<file path="src/rtl/scfc_pkg.sv">
// Shared types and constants for the summed-checksum frame checker.
`default_nettype none

package scfc_pkg;

   localparam int BYTE_WIDTH     = 8;
   localparam int SUM_WIDTH      = 16;
   localparam int STATUS_WIDTH   = 3;
   localparam int CSR_IDX_WIDTH  = 8;
   localparam int FRAME_OVERHEAD = 11;
   localparam int RSP_DATA_WIDTH = 72;

   // Status codes, in priority order after ok
   localparam logic [STATUS_WIDTH-1:0] STATUS_OK           = 3'd0;
   localparam logic [STATUS_WIDTH-1:0] STATUS_SHORT        = 3'd1;
   localparam logic [STATUS_WIDTH-1:0] STATUS_BAD_PREAMBLE = 3'd2;
   localparam logic [STATUS_WIDTH-1:0] STATUS_BAD_START    = 3'd3;
   localparam logic [STATUS_WIDTH-1:0] STATUS_LENGTH_SHORT = 3'd4;
   localparam logic [STATUS_WIDTH-1:0] STATUS_SUM_MISMATCH = 3'd5;

   // Register indexes
   localparam logic [CSR_IDX_WIDTH-1:0] CSR_PREAMBLE_FIRST  = 8'd0;
   localparam logic [CSR_IDX_WIDTH-1:0] CSR_PREAMBLE_SECOND = 8'd1;
   localparam logic [CSR_IDX_WIDTH-1:0] CSR_PREAMBLE_THIRD  = 8'd2;
   localparam logic [CSR_IDX_WIDTH-1:0] CSR_HEADER_START    = 8'd3;

   localparam logic [BYTE_WIDTH-1:0] RESET_PREAMBLE_FIRST  = 8'd255;
   localparam logic [BYTE_WIDTH-1:0] RESET_PREAMBLE_SECOND = 8'd0;
   localparam logic [BYTE_WIDTH-1:0] RESET_PREAMBLE_THIRD  = 8'd255;
   localparam logic [BYTE_WIDTH-1:0] RESET_HEADER_START    = 8'd165;

   typedef struct packed {
      logic [BYTE_WIDTH-1:0] preamble_first;
      logic [BYTE_WIDTH-1:0] preamble_second;
      logic [BYTE_WIDTH-1:0] preamble_third;
      logic [BYTE_WIDTH-1:0] header_start_value;
   } cfg_type;

   // Packed from status in the low bits up to received_sum
   typedef struct packed {
      logic [SUM_WIDTH-1:0]    received_sum;
      logic [SUM_WIDTH-1:0]    computed_sum;
      logic [BYTE_WIDTH-1:0]   payload_length;
      logic [BYTE_WIDTH-1:0]   action_code;
      logic [BYTE_WIDTH-1:0]   source_address;
      logic [BYTE_WIDTH-1:0]   dest_address;
      logic [STATUS_WIDTH-1:0] status;
   } result_type;

   localparam int RESULT_WIDTH = $bits(result_type);

endpackage

`default_nettype wire

</file>
<file path="src/rtl/sum_checked_frame_checker_top.sv">
// Top level of the summed-checksum frame checker: ports, registers, result stage.
`default_nettype none

// Takes one packet byte per beat, with tlast on the final byte, and returns
// one status beat per packet. A byte is taken every cycle while req_tready
// is high: the whole check and sum update for a byte is combinational logic
// ahead of the result register, and the status beat appears on rsp_ in the
// cycle after the final byte is accepted. req_tready drops only while a
// result is held and not taken. Checks are reported in this order: short,
// bad preamble, bad start byte, length short, checksum mismatch. The byte
// count saturates at POSITION_LIMIT. Registers on the csr_ port must be written
// only while idle; the block itself does not enforce this. An unknown index is ignored.
module sum_checked_frame_checker_top #(
   parameter int MIN_FRAME_BYTES = 11,
   parameter int POSITION_LIMIT  = 511
) (
   input  wire logic        clock,
   input  wire logic        reset,
   // tdata: data_byte[7:0]
   input  wire logic        req_tvalid,
   output logic             req_tready,
   input  wire logic [7:0]  req_tdata,
   input  wire logic        req_tlast,
   // tdata: status[2:0], dest_address[10:3], source_address[18:11],
   // action_code[26:19], payload_length[34:27], computed_sum[50:35],
   // received_sum[66:51], zero fill [71:67]
   output logic             rsp_tvalid,
   input  wire logic        rsp_tready,
   output logic [71:0]      rsp_tdata,
   input  wire logic        csr_valid,
   output logic             csr_ready,
   input  wire logic [7:0]  csr_index,
   input  wire logic [7:0]  csr_data
);
   import scfc_pkg::*;

   cfg_type    cfg_ff;
   result_type result;
   result_type rsp_data_ff;
   logic       rsp_valid_ff;
   logic       req_beat;

   assign csr_ready  = 1'b1;
   assign req_tready = !rsp_valid_ff || rsp_tready;
   assign req_beat   = req_tvalid && req_tready;

   always_ff @(posedge clock) begin
      if (reset) begin
         cfg_ff.preamble_first     <= RESET_PREAMBLE_FIRST;
         cfg_ff.preamble_second    <= RESET_PREAMBLE_SECOND;
         cfg_ff.preamble_third     <= RESET_PREAMBLE_THIRD;
         cfg_ff.header_start_value <= RESET_HEADER_START;
      end else if (csr_valid) begin
         case (csr_index)
            CSR_PREAMBLE_FIRST:  cfg_ff.preamble_first     <= csr_data;
            CSR_PREAMBLE_SECOND: cfg_ff.preamble_second    <= csr_data;
            CSR_PREAMBLE_THIRD:  cfg_ff.preamble_third     <= csr_data;
            CSR_HEADER_START:    cfg_ff.header_start_value <= csr_data;
            default: begin
            end
         endcase
      end
   end

   scfc_frame_state #(
      .MIN_FRAME_BYTES (MIN_FRAME_BYTES),
      .POSITION_LIMIT  (POSITION_LIMIT)
   ) u_frame_state (
      .clock      (clock),
      .reset      (reset),
      .beat_valid (req_beat),
      .data_byte  (req_tdata),
      .final_byte (req_tlast),
      .cfg        (cfg_ff),
      .result     (result)
   );

   // Load on the final beat; hold until taken
   always_ff @(posedge clock) begin
      if (reset) begin
         rsp_valid_ff <= 1'b0;
      end else if (req_beat && req_tlast) begin
         rsp_valid_ff <= 1'b1;
      end else if (rsp_tready) begin
         rsp_valid_ff <= 1'b0;
      end
   end

   always_ff @(posedge clock) begin
      if (req_beat && req_tlast) begin
         rsp_data_ff <= result;
      end
   end

   assign rsp_tvalid = rsp_valid_ff;
   assign rsp_tdata  = {(RSP_DATA_WIDTH - RESULT_WIDTH)'(0), rsp_data_ff};

endmodule

`default_nettype wire

</file>
<file path="src/rtl/scfc_frame_state.sv">
// Per-packet tracking: byte count, header capture, running sum and status.
`default_nettype none

module scfc_frame_state #(
   parameter int MIN_FRAME_BYTES = 11,
   parameter int POSITION_LIMIT  = 511
) (
   input  wire logic                clock,
   input  wire logic                reset,
   input  wire logic                beat_valid,
   input  wire logic [7:0]          data_byte,
   input  wire logic                final_byte,
   input  wire scfc_pkg::cfg_type   cfg,
   output scfc_pkg::result_type     result
);
   import scfc_pkg::*;

   localparam int PosWidth  = $clog2(POSITION_LIMIT + 1);
   localparam int WideWidth = PosWidth + 1;
   localparam logic [PosWidth-1:0]  PosLimit = PosWidth'(POSITION_LIMIT);
   localparam logic [WideWidth-1:0] MinFrame = WideWidth'(MIN_FRAME_BYTES);
   localparam logic [WideWidth-1:0] Overhead = WideWidth'(FRAME_OVERHEAD);
   localparam logic [WideWidth-1:0] LastHdr  = WideWidth'(8);

   logic [PosWidth-1:0]   pos_ff, pos_in;
   logic [SUM_WIDTH-1:0]  sum_ff, sum_in;
   logic                  preamble_good_ff, preamble_good_in;
   logic                  start_good_ff, start_good_in;
   logic [BYTE_WIDTH-1:0] dest_ff, dest_in;
   logic [BYTE_WIDTH-1:0] source_ff, source_in;
   logic [BYTE_WIDTH-1:0] action_ff, action_in;
   logic [BYTE_WIDTH-1:0] length_ff, length_in;
   logic [BYTE_WIDTH-1:0] prev_ff;

   logic                  saturated;
   logic                  in_sum_window;
   logic [PosWidth-1:0]   count;
   logic [SUM_WIDTH-1:0]  received;

   assign saturated     = pos_ff >= PosLimit;
   assign in_sum_window = (pos_ff >= PosWidth'(3)) &&
                          ({1'b0, pos_ff} <= LastHdr + WideWidth'(length_ff));
   assign count         = saturated ? PosLimit : pos_ff + PosWidth'(1);
   assign pos_in        = count;
   assign received      = {prev_ff, data_byte};

   // Fold in this byte; a saturated count freezes everything
   always_comb begin
      preamble_good_in = preamble_good_ff;
      start_good_in    = start_good_ff;
      dest_in          = dest_ff;
      source_in        = source_ff;
      action_in        = action_ff;
      length_in        = length_ff;
      sum_in           = sum_ff;
      if (!saturated) begin
         if (pos_ff == PosWidth'(0) && data_byte != cfg.preamble_first) begin
            preamble_good_in = 1'b0;
         end
         if (pos_ff == PosWidth'(1) && data_byte != cfg.preamble_second) begin
            preamble_good_in = 1'b0;
         end
         if (pos_ff == PosWidth'(2) && data_byte != cfg.preamble_third) begin
            preamble_good_in = 1'b0;
         end
         if (pos_ff == PosWidth'(3) && data_byte != cfg.header_start_value) begin
            start_good_in = 1'b0;
         end
         if (pos_ff == PosWidth'(5)) begin
            dest_in = data_byte;
         end
         if (pos_ff == PosWidth'(6)) begin
            source_in = data_byte;
         end
         if (pos_ff == PosWidth'(7)) begin
            action_in = data_byte;
         end
         if (pos_ff == PosWidth'(8)) begin
            length_in = data_byte;
         end
         if (in_sum_window) begin
            sum_in = sum_ff + SUM_WIDTH'(data_byte);
         end
      end
   end

   always_comb begin
      if ({1'b0, count} < MinFrame) begin
         result.status = STATUS_SHORT;
      end else if (!preamble_good_in) begin
         result.status = STATUS_BAD_PREAMBLE;
      end else if (!start_good_in) begin
         result.status = STATUS_BAD_START;
      end else if ({1'b0, count} < Overhead + WideWidth'(length_in)) begin
         result.status = STATUS_LENGTH_SHORT;
      end else if (sum_in != received) begin
         result.status = STATUS_SUM_MISMATCH;
      end else begin
         result.status = STATUS_OK;
      end
      result.dest_address   = dest_in;
      result.source_address = source_in;
      result.action_code    = action_in;
      result.payload_length = length_in;
      result.computed_sum   = sum_in;
      result.received_sum   = received;
   end

   // Clear all packet state after the final beat
   always_ff @(posedge clock) begin
      if (reset || (beat_valid && final_byte)) begin
         pos_ff           <= '0;
         sum_ff           <= '0;
         preamble_good_ff <= 1'b1;
         start_good_ff    <= 1'b1;
         dest_ff          <= '0;
         source_ff        <= '0;
         action_ff        <= '0;
         length_ff        <= '0;
         prev_ff          <= '0;
      end else if (beat_valid) begin
         pos_ff           <= pos_in;
         sum_ff           <= sum_in;
         preamble_good_ff <= preamble_good_in;
         start_good_ff    <= start_good_in;
         dest_ff          <= dest_in;
         source_ff        <= source_in;
         action_ff        <= action_in;
         length_ff        <= length_in;
         prev_ff          <= data_byte;
      end
   end

endmodule

`default_nettype wire
</file>
<file path="config.mk">
export PLATFORM = sky130hd
export DESIGN_NAME = sum_checked_frame_checker_top
export DESIGN_NICKNAME = d
export VERILOG_FILES = /design/src/rtl/scfc_pkg.sv /design/src/rtl/sum_checked_frame_checker_top.sv /design/src/rtl/scfc_frame_state.sv
export SDC_FILE = /design/constraint.sdc
export NUM_CORES = 1
export LEC_CHECK = 0
export BUFFER_PORTS_ARGS = -buffer_cell sky130_fd_sc_hd__buf_2
export CAP_MARGIN = 15
export CORE_MARGIN = 2
export CORE_UTILIZATION = 58
export CTS_CLUSTER_SIZE = 28
export DETAILED_ROUTE_END_ITERATION = 6
export GPL_TIMING_DRIVEN = 0
export HOLD_SLACK_MARGIN = 0.08
export PLACE_DENSITY = 0.84
export SYNTH_ARGS = -nofsm -noshare
export SYNTH_HDL_FRONTEND = slang
export SYNTH_SLANG_ARGS = --single-unit
</file>
<file path="constraint.sdc">
create_clock -name clock -period 5.68 [get_ports clock]
set_input_delay 0 -clock clock [delete_from_list [all_inputs] [get_ports clock]]
set_output_delay 0 -clock clock [all_outputs]
set_load 0.1 [all_outputs]
</file>
==> run metrics <==
status=finished clean; Iter 0 DRT Violations=662; critical path launch point type=flop; Synth Area in Simple Gates=0.163; Worst EP arrival=5.41 ns; initial core utilization=0.596; crit path time final=5.27 ns; Reg2Reg Depth=21; Die ar.=15400 µm²; CTS Buffer Depth=2; number of global-route vias before repair=6651; root buf cell=clkbuf_16; flop and latch count out of synthesis=167; Worst Skew=0.0109 ns; Post-Synthesis Cells=851; actual slew at the worst max-slew pin=1.14 ns; combinational fraction of design power=0.201; clock power share=0.366; cts repair resizes=0; Clock Pin Slew Worst Setup and Hold Paths=0.07 ns; Slew HR=0.242; Mapped Avg Cell Area=9.80 µm²; Vias/cell=5.80; # rows=43; Syn-to-layout area delta=19.0%; share of the synthesized area in the top cell type=0.241; MaxCap Viol Count=0; Post-Synth Adder-Cell Area=0.0489; Die Wd=124 µm; Reg power frac=0.433; Peak Freq=0.190 GHz; internal power=2.07 mW; pwr/cell area=307 nW/µm²; layout net count=1061; Synth warnings=0; Die Ht=124 µm; period utilization=0.927; antenna cells=0; drt drc=0; Post-CTS Setup Inserts=0; XOR/XNOR Fraction of Synth Area=0.0970; DPL Wire Length=13900 µm; DR WL/cell=17.4 µm; Crit Path Category=reg2reg; Main synth FF type=dfxtp_1; # setup viols final=0; setup TNS=0 ns; Post-synth EDFFs=67; Setup crit end kind=flop; CTS tree=yes; Leak Pwr=4.01 nW; final slew viol count=0; htree depth=4; Num CTS Buffers=17; post-route ant nets=0; detailed-route wire length=20800 µm; Async SR Flop Fraction=0; NetSw=0.984 mW; hold depth=5; first-pass GRT wire length=32700 µm; initial antenna violation count=0; total grt overflow=0; GRT Total Usage=0.282; Seq/Total Area, Yosys=0.481; post-synthesis mux area share=0.0453; largest net degree at the start of global routing=37; share of layout cells above drive strength 1=0.169; drt pass-1 iters=5; hold buffers post-CTS=27; final hold vios=0; Hold WC Path Type=in2reg; worst skew pair latency=0.44 ns; via count=6908; Sink Count=167; complex-gate fraction of the synthesized area=0.124; critical-path maximum fanout=10; CP required=5.83 ns; total I/O pin count=105; Synth area leader=edfxtp_1; Core Area=14000 µm²; routability cong.=0.949; Peak VDD IR=0.000196 V; Sw Share=0.323; synthesized cell area=8340 µm²; input/output buffers=97; final core utilization=0.710; cell types occupying the most area after synthesis=edfxtp_1, dfxtp_1, xnor2_1, nand2_1, ha_1; largest family of logic cells by synthesized area=simple AND/OR/NAND/NOR gates; post-synth cell types=63; RSZ-0062 raised after global routing=no
[power by group through the flow]
stage / Combinational (mW) / Clock [mW] / Sequential [mW]
global route: 0.651 / 1.16 / 1.33
CTS: 0.605 / 1.12 / 1.32
finish: 0.612 / 1.12 / 1.32
global placement: 0.575 / 0 / 1.35
detailed placement: 0.586 / 0 / 1.35
floorplan: 0.286 / 0 / 1.52
[through the flow]
step	hold slack (ns)	worst slack, ns	power [mW]	instance area, µm²	std cells
final	0.140	0.414	3.05	9930	1192
after global routing	0.202	0.163	3.14	9930	1192
after CTS	0.131	0.492	3.05	9930	1192
after detailed placement	0.219	0.566	1.93	9090	1133
after global placement	0.215	0.606	1.92	9070	1132
after floorplan	0.0989	1.24	1.80	8360	855
[state kept, by name, indices dropped and copies added (netlist names)]
register,flops
rsp_tdata,67
u_frame_state.pos_ff,9
rsp_tvalid,1
u_frame_state.preamble_good_ff,1
u_frame_state.start_good_ff,1
u_frame_state.prev_ff,8
cfg_ff,32
u_frame_state.sum_ff,16
u_frame_state.dest_ff,8
u_frame_state.source_ff,8
u_frame_state.action_ff,8
u_frame_state.length_ff,8
[layout by cell type (no fill, tap or decap), drive strengths merged, types with 4 or more instances in the layout]
| cell | instances |
|---|---|
| and3 | 8 |
| inv | 34 |
| o21ai | 23 |
| nand2b | 4 |
| a21o | 9 |
| o211ai | 5 |
| nor3 | 22 |
| ha | 31 |
| mux2 | 22 |
| conb | 6 |
| a211oi | 14 |
| clkbuf | 51 |
| nand2 | 118 |
| clkinv | 4 |
| nand3b | 5 |
| nor2b | 11 |
| mux2i | 13 |
| or3 | 7 |
| buf | 115 |
| a21oi | 59 |
| xor2 | 24 |
| clkinvlp | 4 |
| nand4 | 12 |
| nand3 | 14 |
| dfxtp | 100 |
| xnor2 | 58 |
| nor2 | 80 |
| nor4 | 6 |
| dlygate4sd3 | 27 |
| edfxtp | 67 |
| a211o | 21 |
[cell usage after synthesis (2+ instances only)]
library cell	instances
a211o_1	21
a211oi_1	14
a21o_1	8
a21oi_1	58
a311oi_1	2
a31oi_1	3
and2_1	2
and3_1	6
and3_2	2
buf_1	10
buf_4	6
clkbuf_1	34
conb_1	2
dfxtp_1	100
edfxtp_1	67
ha_1	31
inv_1	28
mux2_2	22
mux2i_1	13
nand2_1	118
nand2b_1	4
nand3_1	14
nand3b_1	5
nand4_1	12
nor2_1	80
nor2b_1	11
nor3_1	22
nor4_1	5
o211a_1	2
o211ai_1	5
o21ai_0	22
o21bai_1	3
o22ai_1	2
or3_1	6
xnor2_1	58
xnor3_1	3
xor2_1	24
[layout make-up]
class	instances	area, µm²
buffer	51	221
multi-input combinational	609	4020
inverter	28	105
clock inverter	15	144
clock buffer	17	425
tap	180	225
sequential	167	4010
timing repair buffer	125	776
fill	1002	4060
[cell families (layout without fill, tap and decap cells)]
logic type      after synthesis  in the layout
xor+xnor                     86             86
buf+inv                      79            236
other cells                   2              6
fa+ha+maj                    32             32
compound gates              154            154
mux                          35             35
simple gates                296            296
flops                       167            167
[per-layer routing]
metal  up-vias  global-route usage  share of wire
li1       3273                   -              -
met5         -                   0              0
met3        80              0.0623          0.073
met1      3218               0.345           0.41
met2       337               0.471           0.48
met4         0               0.139          0.040
[critical path, stage by stage, from the launching register on]
cell	delay (ns)
dfxtp_1	0.40
ha_1	0.23
clkbuf_1	0.20
and3_1	0.27
and3_1	0.19
ha_1	0.23
nand3b_1	0.17
nor4_1	0.28
clkbuf_1	0.53
mux2i_1	0.53
nand2_1	0.14
xnor2_1	0.18
ha_1	0.20
a21o_1	0.19
a21o_1	0.17
a21o_1	0.17
a21o_1	0.17
a21oi_1	0.14
nor2b_1	0.08
nor3_1	0.26
o2bb2ai_1	0.17
a31oi_1	0.06
[worst paths after layout]
check | slack [ns] | start | to
worst max register to register | 0.41 | u_frame_state.pos_ff[0] | rsp_tdata[0]
worst min-delay path | 0.14 | csr_index[5] | cfg_ff[22]
worst max-delay path | 0.41 | u_frame_state.pos_ff[0] | rsp_tdata[0]
worst min register to register | 0.46 | u_frame_state.source_ff[2] | u_frame_state.source_ff[2]
Power figures use the tool's default switching activity.
